$ cat src/hw/rtl/ede_pkg.sv
package ede_pkg;

  localparam int DEF_MAX_LEN = 64;

  localparam int SYM_W    = 8;
  localparam int OP_W     = 2;
  localparam int DIST_W   = 7;
  localparam int DIST_MAX = 127;

  localparam logic [OP_W-1:0] OP_APPEND_A = 2'd0;
  localparam logic [OP_W-1:0] OP_APPEND_B = 2'd1;
  localparam logic [OP_W-1:0] OP_COMPUTE  = 2'd2;

endpackage

$ cat src/hw/rtl/ede_ram.sv
module ede_ram #(
  parameter int WIDTH = 8,
  parameter int DEPTH = 64,
  parameter int AW    = 6
) (
  input  logic             clk,
  input  logic             we,
  input  logic [AW-1:0]    waddr,
  input  logic [WIDTH-1:0] wdata,
  input  logic [AW-1:0]    raddr,
  output logic [WIDTH-1:0] rdata
);

  logic [WIDTH-1:0] mem [DEPTH];

  always_ff @(posedge clk) begin
    if (we) begin
      mem[waddr] <= wdata;
    end
  end

  always_ff @(posedge clk) begin
    rdata <= mem[raddr];
  end

endmodule

$ cat src/hw/rtl/ede_cell_unit.sv
module ede_cell_unit #(
  parameter int CW = 7
) (
  input  logic [CW-1:0]              above,
  input  logic [CW-1:0]              left,
  input  logic [CW-1:0]              diag,
  input  logic [ede_pkg::SYM_W-1:0]  sym_a,
  input  logic [ede_pkg::SYM_W-1:0]  sym_b,
  output logic [CW-1:0]              cost
);

  // one extra bit so the +1 terms cannot wrap
  logic [CW:0] del_c;
  logic [CW:0] ins_c;
  logic [CW:0] sub_c;
  logic [CW:0] min_di;
  logic [CW:0] min_all;

  assign del_c = {1'b0, above} + (CW+1)'(1);
  assign ins_c = {1'b0, left} + (CW+1)'(1);
  assign sub_c = {1'b0, diag} + (CW+1)'((sym_a != sym_b) ? 1 : 0);

  assign min_di  = (del_c <= ins_c) ? del_c : ins_c;
  assign min_all = (min_di <= sub_c) ? min_di : sub_c;
  assign cost    = min_all[CW-1:0];

endmodule

$ cat src/hw/rtl/edit_distance_engine_unit.sv
// Levenshtein edit distance engine.
// Input channel (in_*): each request carries an op in in_tuser and a byte in
// in_tdata. Append-to-first and append-to-second add one byte each; bytes
// past MAX_LEN are dropped and noted as overflow. Op 3 is ignored.
// A compute request clears both strings and the overflow note, then runs the
// cost recurrence one cell at a time through a single cell unit and a
// cost-row memory with one read and one write port, and emits one result
// request (distance in out_tdata, overflow in out_tuser).
// After an initial pass that writes row 0, each row is set up by a row-start
// and a row-load step, and each cell then takes a row read and an update.
// in_tready is low for the whole computation.
// The result sits in an output register; appends are accepted while it waits
// to be taken. A further compute runs but holds its result until out_tready
// frees the register.
// Reset (rst_n low, synchronous) empties both strings, clears overflow and
// drops any pending result; no clearing pass is needed.
module edit_distance_engine_unit #(
  parameter int MAX_LEN = ede_pkg::DEF_MAX_LEN
) (
  input  logic       clk,
  input  logic       rst_n,
  input  logic       in_tvalid,
  output logic       in_tready,
  input  logic [7:0] in_tdata,   // [7:0] symbol
  input  logic [1:0] in_tuser,   // [1:0] op
  output logic       out_tvalid,
  input  logic       out_tready,
  output logic [7:0] out_tdata,  // [6:0] distance, [7] zero
  output logic [0:0] out_tuser   // [0] overflow
);

  localparam int CW = $clog2(MAX_LEN + 1);
  localparam int AW = (MAX_LEN > 1) ? $clog2(MAX_LEN) : 1;
  localparam int EW = (CW > ede_pkg::DIST_W) ? CW : ede_pkg::DIST_W;
  localparam int SW = ede_pkg::SYM_W;

  typedef enum logic [6:0] {
    ST_IDLE      = 7'b0000001,
    ST_INIT      = 7'b0000010,
    ST_ROW_START = 7'b0000100,
    ST_ROW_LOAD  = 7'b0001000,
    ST_CELL_RD   = 7'b0010000,
    ST_CELL_WR   = 7'b0100000,
    ST_DONE      = 7'b1000000
  } state_t;

  state_t state_r, state_nxt;

  logic [CW-1:0] cnt_a_r, cnt_b_r;
  logic          drop_r;
  logic [CW-1:0] n1_r, n2_r;
  logic          ovf_r;
  logic [CW-1:0] row_idx_r, col_r;
  logic [SW-1:0] sym_a_r;
  logic [CW-1:0] diag_r, left_r;
  logic          out_valid_r;
  logic [ede_pkg::DIST_W-1:0] out_dist_r;
  logic          out_ovf_r;

  logic in_acc;
  logic [ede_pkg::OP_W-1:0] in_op;
  logic a_we, b_we;
  logic [SW-1:0] a_rdata, b_rdata;
  logic [CW-1:0] row_m1, col_m1;
  logic          row_we;
  logic [CW-1:0] row_waddr, row_wdata, row_raddr, row_rdata;
  logic [CW-1:0] cell_cost;
  logic          out_free;
  logic [CW-1:0] final_cost;
  logic [EW-1:0] final_ext;
  logic [ede_pkg::DIST_W-1:0] final_dist;

  assign in_tready = (state_r == ST_IDLE);
  assign in_acc    = in_tvalid & in_tready;
  assign in_op     = in_tuser;

  assign a_we = in_acc && (in_op == ede_pkg::OP_APPEND_A) && (cnt_a_r < CW'(MAX_LEN));
  assign b_we = in_acc && (in_op == ede_pkg::OP_APPEND_B) && (cnt_b_r < CW'(MAX_LEN));

  assign row_m1 = row_idx_r - CW'(1);
  assign col_m1 = col_r - CW'(1);

  ede_ram #(.WIDTH(SW), .DEPTH(MAX_LEN), .AW(AW)) u_text_a (
    .clk   (clk),
    .we    (a_we),
    .waddr (cnt_a_r[AW-1:0]),
    .wdata (in_tdata),
    .raddr (row_m1[AW-1:0]),
    .rdata (a_rdata)
  );

  ede_ram #(.WIDTH(SW), .DEPTH(MAX_LEN), .AW(AW)) u_text_b (
    .clk   (clk),
    .we    (b_we),
    .waddr (cnt_b_r[AW-1:0]),
    .wdata (in_tdata),
    .raddr (col_m1[AW-1:0]),
    .rdata (b_rdata)
  );

  always_comb begin
    row_we    = 1'b0;
    row_waddr = col_r;
    row_wdata = cell_cost;
    unique case (state_r)
      ST_INIT: begin
        row_we    = 1'b1;
        row_wdata = col_r;
      end
      ST_ROW_LOAD: begin
        row_we    = 1'b1;
        row_waddr = '0;
        row_wdata = row_idx_r;
      end
      ST_CELL_WR: begin
        row_we = 1'b1;
      end
      default: begin
        row_we = 1'b0;
      end
    endcase
  end

  assign row_raddr = (state_r == ST_ROW_START) ? '0 : col_r;

  ede_ram #(.WIDTH(CW), .DEPTH(MAX_LEN + 1), .AW(CW)) u_cost_row (
    .clk   (clk),
    .we    (row_we),
    .waddr (row_waddr),
    .wdata (row_wdata),
    .raddr (row_raddr),
    .rdata (row_rdata)
  );

  ede_cell_unit #(.CW(CW)) u_cell (
    .above (row_rdata),
    .left  (left_r),
    .diag  (diag_r),
    .sym_a (sym_a_r),
    .sym_b (b_rdata),
    .cost  (cell_cost)
  );

  assign out_free   = !out_valid_r || out_tready;
  assign final_cost = (n1_r == '0) ? n2_r : left_r;
  assign final_ext  = EW'(final_cost);
  assign final_dist = (final_ext > EW'(ede_pkg::DIST_MAX)) ?
                      ede_pkg::DIST_W'(ede_pkg::DIST_MAX) : final_ext[ede_pkg::DIST_W-1:0];

  always_comb begin
    state_nxt = state_r;
    unique case (state_r)
      ST_IDLE: begin
        if (in_acc && (in_op == ede_pkg::OP_COMPUTE)) begin
          state_nxt = ST_INIT;
        end
      end
      ST_INIT: begin
        if (col_r == n2_r) begin
          state_nxt = (n1_r == '0) ? ST_DONE : ST_ROW_START;
        end
      end
      ST_ROW_START: begin
        state_nxt = ST_ROW_LOAD;
      end
      ST_ROW_LOAD: begin
        if (n2_r == '0) begin
          state_nxt = (row_idx_r == n1_r) ? ST_DONE : ST_ROW_START;
        end else begin
          state_nxt = ST_CELL_RD;
        end
      end
      ST_CELL_RD: begin
        state_nxt = ST_CELL_WR;
      end
      ST_CELL_WR: begin
        if (col_r == n2_r) begin
          state_nxt = (row_idx_r == n1_r) ? ST_DONE : ST_ROW_START;
        end else begin
          state_nxt = ST_CELL_RD;
        end
      end
      ST_DONE: begin
        if (out_free) begin
          state_nxt = ST_IDLE;
        end
      end
      default: begin
        state_nxt = ST_IDLE;
      end
    endcase
  end

  // control
  always_ff @(posedge clk) begin
    if (!rst_n) begin
      state_r     <= ST_IDLE;
      cnt_a_r     <= '0;
      cnt_b_r     <= '0;
      drop_r      <= 1'b0;
      out_valid_r <= 1'b0;
    end else begin
      state_r <= state_nxt;
      if (in_acc) begin
        unique case (in_op)
          ede_pkg::OP_APPEND_A: begin
            if (a_we) cnt_a_r <= cnt_a_r + CW'(1);
            else      drop_r  <= 1'b1;
          end
          ede_pkg::OP_APPEND_B: begin
            if (b_we) cnt_b_r <= cnt_b_r + CW'(1);
            else      drop_r  <= 1'b1;
          end
          ede_pkg::OP_COMPUTE: begin
            cnt_a_r <= '0;
            cnt_b_r <= '0;
            drop_r  <= 1'b0;
          end
          default: begin
          end
        endcase
      end
      if (state_r == ST_DONE && out_free) begin
        out_valid_r <= 1'b1;
      end else if (out_tready) begin
        out_valid_r <= 1'b0;
      end
    end
  end

  // datapath
  always_ff @(posedge clk) begin
    unique case (state_r)
      ST_IDLE: begin
        n1_r  <= cnt_a_r;
        n2_r  <= cnt_b_r;
        ovf_r <= drop_r;
        col_r <= '0;
      end
      ST_INIT: begin
        col_r     <= col_r + CW'(1);
        row_idx_r <= CW'(1);
      end
      ST_ROW_LOAD: begin
        sym_a_r <= a_rdata;
        diag_r  <= row_rdata;
        left_r  <= row_idx_r;
        col_r   <= CW'(1);
        if (n2_r == '0) row_idx_r <= row_idx_r + CW'(1);
      end
      ST_CELL_WR: begin
        left_r <= cell_cost;
        diag_r <= row_rdata;
        if (col_r == n2_r) row_idx_r <= row_idx_r + CW'(1);
        else               col_r     <= col_r + CW'(1);
      end
      ST_DONE: begin
        if (out_free) begin
          out_dist_r <= final_dist;
          out_ovf_r  <= ovf_r;
        end
      end
      default: begin
      end
    endcase
  end

  assign out_tvalid = out_valid_r;
  assign out_tdata  = {1'b0, out_dist_r};
  assign out_tuser  = out_ovf_r;

endmodule
$ cat config.mk
export PLATFORM = sky130hd
export DESIGN_NAME = edit_distance_engine_unit
export DESIGN_NICKNAME = d
export VERILOG_FILES = /design/src/hw/rtl/ede_pkg.sv /design/src/hw/rtl/ede_ram.sv /design/src/hw/rtl/ede_cell_unit.sv /design/src/hw/rtl/edit_distance_engine_unit.sv
export SDC_FILE = /design/constraint.sdc
export NUM_CORES = 2
export LEC_CHECK = 0
export BUFFER_PORTS_ARGS = -buffer_cell sky130_fd_sc_hd__buf_4
export CORE_ASPECT_RATIO = 0.7
export CORE_MARGIN = 3
export CORE_UTILIZATION = 45
export DETAILED_ROUTE_END_ITERATION = 8
export GPL_TIMING_DRIVEN = 0
export PLACE_DENSITY = 0.6
export SETUP_SLACK_MARGIN = 0.4
export SYNTH_ARGS = -nofsm -noshare
export SYNTH_HDL_FRONTEND = slang
export SYNTH_SLANG_ARGS = --single-unit
export TNS_END_PERCENT = 1
$ cat constraint.sdc
create_clock -name clk -period 7.1 [get_ports clk]
set_input_delay 2.13 -clock clk [delete_from_list [all_inputs] [get_ports clk]]
set_output_delay 2.13 -clock clk [all_outputs]
set_load 0.02 [all_outputs]
[Word-level counts from Yosys, hierarchy flattened]
Memories as Yosys holds them, arrays and structs flattened. A register that Yosys moved wholly into a read port is not among the register bits.
Index checks and enable logic that the tools add are counted.
Word-level totals
  flip-flop bits (word level): 82
  RAM bits: 1479
  bits of input ports: 14
  output and inout port bits: 11
  word-level logic and storage cells: 119
  memories kept: 3
Cells by class
  add/subtract/negate cells: 9
  $lt $le $gt $ge: 5
  equal/unequal tests: 22
  mux-type cells: 37
  bitwise gates (word level): 1
  reduce and logical (&&, ||, !) cells: 27
Memory list
  u_text_a.mem: words 64, width 8, rd ports 1, clocked after memory_dff 1, write ports 1, line ede_ram.sv:14  | logic [WIDTH-1:0] mem [DEPTH];
  u_text_b.mem: words 64, width 8, rd ports 1, clocked after memory_dff 1, write ports 1, line ede_ram.sv:14
  u_cost_row.mem: words 65, width 7, rd ports 1, clocked after memory_dff 1, write ports 1, line ede_ram.sv:14
Operators with widths (number)
  $mux 7: 16
  $pmux 7 s2: 4
  $pmux 7 s7: 1
  $add 7x1->7 const B: 4
  $pmux 7 s4: 1
  $pmux 7 s3: 1
  $ne 2x2->1 const B: 9
  $add 7x1->8 const B: 2
  $le 8x8->1: 2
  $eq 7x7->1: 2
  $logic_not 7->1: 2
  $lt 7x7->1 const B: 2
  $mux 1: 12
  $reduce_and 3->1: 4
  $sub 6x1->6 const B: 2
  $add 7x1->8: 1
  $mux 8: 1
  $ne 8x8->1: 1
  $reduce_bool 2->1: 4
  $eq 7x1->1 const B: 1
  $eq 7x2->1 const B: 1
  $eq 7x3->1 const B: 1
  $eq 7x4->1 const B: 1
  $eq 7x5->1 const B: 1
  other kinds (18): 25

[Logic depth before layout (Yosys ltp)]
  depth in word-level cells: 6
  mapped depth: 21
  gate-level depth less buffers: 20

[Hierarchy]
A second synthesis with hierarchy kept.
Second synthesis, totals
  cell total of the unflattened synthesis: 3218
  area total of the unflattened synthesis: 63518.4 um^2
Modules (own cells, without submodules)
  ede_ram (u_text_a ...): times used 2, cells an instance 940, area an instance 20166.8 um^2, sequential area each 15534.9 um^2
  ede_ram (u_cost_row): times used 1, cells an instance 818, area an instance 17974.7 um^2, sequential area each 13803.2 um^2
  edit_distance_engine_unit: times used 1, cells an instance 362, area an instance 4008.8 um^2, sequential area each 2232.1 um^2
  ede_cell_unit: times used 1, cells an instance 158, area an instance 1201.2 um^2, sequential area each 0.0 um^2

[Worst setup path after synthesis]
No wires, ideal clock.
  kind: register to register
  from: register u_cost_row.rdata[2], read port of u_cost_row.mem
  to: memory u_cost_row.mem[0][0] (netlist bit), data pin
  library setup time: 369 ps
  data arrival time: 4731 ps
  required time: 6731 ps
  path slack: 2001 ps
  cell stages (with the launch flop): 21
  path buffers: 1
  period minus slack after synthesis: 5099 ps
  cell sequence: dfxtp_1 > nand3_1 > nor2_1 > xnor2_1 > inv_1 > ha_1 > a21o_1 > a21oi_1 > nor2b_1 > o22ai_1 > o31a_1 > clkbuf_1 > mux2_2 > ha_1 > nor2b_1 > o21a_1 > o21a_1 > o21ai_0 > a21oi_1 > nor2_1 > a221o_1
Between the ends
  word-level cells in the longest chain between the ends: 6
Ends and longest elaborated chain
  from (decl): line ede_ram.sv:11  | output logic [WIDTH-1:0] rdata
  $add 7x1->8 (*): line ede_cell_unit.sv:19  | assign del_c = {1'b0, above} + (CW+1)'(1);
  $le 8x8->1: line ede_cell_unit.sv:23  | assign min_di = (del_c <= ins_c) ? del_c : ins_c;
  $mux 8 (*): line ede_cell_unit.sv:23
  $le 8x8->1: line ede_cell_unit.sv:24  | assign min_all = (min_di <= sub_c) ? min_di : sub_c;
  $mux 7 (*): line ede_cell_unit.sv:24
  $pmux 7 s2 (*): line edit_distance_engine_unit.sv:105  | unique case (state_r)
  named net row_wdata[0]: line edit_distance_engine_unit.sv:66  | logic [CW-1:0] row_waddr, row_wdata, row_raddr, row_rdata;
  to (decl): line ede_ram.sv:14
Mark *: on every way through the listed nets, which the timed path passes. The rest lies on a longest branch.

[Worst setup path after layout]
  from: register u_cost_row.rdata[2], read port of u_cost_row.mem
  to: memory u_cost_row.mem[30][4] (netlist bit), data pin
The elaborated chain is that of the path after synthesis.

==> results.py <==
metrics = {
    "routing": {
        "ant_nets": 0,
        "avgViaCountPerCell": 6.218,
        "drc_errors": 0,
        "initialDrtViolationCount": 5053,
        "wire_per_inst_um": 32.69,
        "totalWireLength_mm": 177.2,
        "vias": 33710,
        "drt_pre_antenna_iters": 6,
    },
    "logic_synthesis": {
        "synth-async-reset-ratio": 0,
        "synth_nets": 3295,
        "synthFlopType": "edfxtp_1",
        "ys_ff_latch": 1584,
        "ys_seq_area_frac": 0.7475,
        "synthTopCellsByCount": "edfxtp_1, mux4_2, nor2_1",
        "yosysMostFrequentCell": "edfxtp_1",
        "ys_warn_count": 0,
        "synth_edf_count": 1538,
        "syn_inst": 3255,
        "synth_top_area_frac": 0.7328,
        "syn-mean-instance-area_sq_um": 19.36,
        "synth.top_cells.by_area": "edfxtp_1, mux4_2, nor2_1",
        "yosys.area.top_type": "edfxtp_1",
        "syn_area_sq_mm": 0.06302,
        "synth.distinct_cells": 79,
    },
    "setup_path": {
        "start_kind": "register",
        "slowest_stage": "a221o_2",
        "slowest_delay_ns": 0.90,
        "crit_fanout": 37,
        "worstSetupPathType": "register to register",
        "worstSetupEndpointType": "register",
        "cp.required_ns": 7.72,
        "arrival_ns": 6.60,
        "cp_top_family": "compound AO/OA/AOI/OAI gates",
        "cp_num_buf_inv": 3,
        "crit_chain": "nand3_1, nor2_1, xnor2_1, inv_1, ha_1, a21o_1, a21oi_1, nor2b_1, o22ai_1, o31a_1, clkbuf_1, mux2i_1, ha_1, and3_1, nand4_1, o21ai_0, a21o_1, nor2_1, a221o_2, buf_12",
    },
    "power_and_ir_drop": {
        "p_leak_nw": 21.87,
        "ir_worst_vdd_mv": 0.5849,
        "power_density_mw_per_mm2": 401.4,
    },
    "timing": {
        "drv_slew": 10,
        "fin_crit_sh": 0.8422,
        "timing.fmax_ghz": 0.1672,
        "setup_tns_ns": 0,
        "tightest_slew_ns": 1.508,
        "finalWorstPathRequiredPeriod_ns": 5.980,
        "rsz0062_at_grt": "no",
        "skew_ns": 0.02916,
        "setup_viol": 0,
        "final_hold_viol_count": 0,
        "slew_headroom": -0.005540,
    },
    "run_status": {
        "status": "complete, but fails checks",
        "violations": "max-capacitance violations, max-slew violations",
    },
    "final_layout": {
        "drive_gt1_frac": 0.2060,
        "synthToLayoutAreaGrowth_pct": 12.25,
        "n_fill_cell": 11020,
        "fin_nets": 3481,
        "final_area_sq_mm": 0.07074,
    },
    "clock_tree": {
        "clk_pin_slew_ns": 0.06,
        "clkLatencyLatePin_ns": 0.80,
        "cts_max_path_buffers": 3,
        "htreeDepth": 4,
        "post_cts_resized": 0,
        "cts_tree": "yes",
        "root_buffer": "clkbuf_16",
        "cts_sinks": 1584,
        "cts_inserted_buffers": 150,
        "post_cts_buffers": 0,
        "holdBufCountCts": 0,
    },
    "placed_design": {
        "gp_congestion": 0.9907,
        "placed_area_sq_mm": 0.06568,
        "port_buffers": 22,
        "hpwl_mm": 115.0,
    },
    "global_routing": {
        "grt_max_degree": 129,
        "antenna_found_initial": 13,
        "grtUsageTotal": 0.2452,
        "grt_overflow_total": 0,
        "grt_pass1_wl_mm": 250.1,
        "grt_pass1_vias": 32450,
    },
    "floorplan": {
        "fp.coreArea_sq_mm": 0.1385,
        "die_h_um": 319.1,
        "initial_core_util": 0.4550,
        "row_count": 114,
        "io_pins": 25,
        "dieArea_sq_mm": 0.1446,
        "die_w_um": 453.3,
    },
    "hold_path": {
        "hp-class": "register to register",
    },
    "flow_run": {
        "timing.max_cap.violations": 1,
    },
}
## stage by stage
| stage | setup slack (ns) | hold WS (ns) | std cells | power, mW | util |
|---|---|---|---|---|---|
| after detailed placement | 1.220 | 0.3973 | 5138 | 20.27 | 0.4742 |
| after global routing | 0.7649 | 0.4193 | 5420 | 29.11 | 0.5107 |
| after CTS | 1.198 | 0.4053 | 5412 | 28.26 | 0.5093 |
| after floorplan | 2.001 | 0.3855 | 3255 | 16.54 | - |
| final | 1.120 | 0.4026 | 5421 | 28.39 | 0.5108 |
| after global placement | -0.2211 | 0.3922 | 5133 | 20.19 | 0.4730 |
## power breakdown
group / switching (mW) / internal, mW
Combinational: 5.83 / 2.74
Clock: 3.58 / 4.49
Sequential: 0.136 / 11.6
Total: 9.55 / 18.8
## final timing paths
kind / slack [ns] / start / cells past startpoint / end
max: 1.12 / u_cost_row.rdata[2] / 20 / u_cost_row.mem[30][4]
min: 0.40 / u_text_a.rdata[6] / 0 / sym_a_r[6]
max reg2reg: 1.12 / u_cost_row.rdata[2] / 20 / u_cost_row.mem[30][4]
min reg2reg: 0.40 / u_text_a.rdata[6] / 0 / sym_a_r[6]
## area by class of cell
cell class	count	area [sq um]	area share
clock buffer	185	3938	0.05566
timing repair buffer	34	480.5	0.006792
buffer	175	832.0	0.01176
tap	1856	2322	0.03283
sequential	1584	47110	0.6659
clock inverter	89	917.1	0.01296
multi-input combinational	1468	15030	0.2125
antenna	2	5.005	0.00007075
inverter	28	105.1	0.001486
## layer usage
layer	vias up	track usage	part of all wire
li1	13690	-	-
met1	17860	0.3859	0.45
met2	1867	0.3303	0.41
met3	285	0.07639	0.11
met4	4	0.06217	0.024
met5	-	0	0.00031
## registers in the layout, indices dropped and copies added (netlist names), 8 cells and up
register	cells
u_text_a.rdata	8
u_cost_row.mem	455
u_text_b.rdata	8
u_text_b.mem	512
u_text_a.mem	512
sym_a_r	8
## layout by cell type (no fill, tap or decap), types with 36 or more instances in the layout
cell and count:
edfxtp_1 1538, nand3_1 47, clkbuf_1 119, a21oi_1 71
nand2_1 99, mux4_2 355, mux2i_1 83, clkbuf_16 152
buf_2 54, nor2_1 301, o21ai_0 51, mux2_2 36
dfxtp_1 46
## cell families after synthesis
logic type	synth area share
buffers and inverters	0.01487
xor gates and xnor gates	0.008756
muxes	0.1465
DFF	0.7475
AOI/OAI and AO/OA	0.03643
other	0.00005950
and+or+nand+nor	0.04078
adders and majority gates	0.005162
## worst reg2reg max path, cell delays in order (launching register included)
cell,delay [ns]
dfxtp_1,0.48
nand3_1,0.18
nor2_1,0.16
xnor2_1,0.16
inv_1,0.07
ha_1,0.31
a21o_1,0.16
a21oi_1,0.15
nor2b_1,0.06
o22ai_1,0.14
o31a_1,0.15
clkbuf_1,0.42
mux2i_1,0.61
ha_1,0.37
and3_1,0.15
nand4_1,0.08
o21ai_0,0.12
a21o_1,0.28
nor2_1,0.53
a221o_2,0.90
buf_12,0.30
Power figures use the tool's default switching activity.
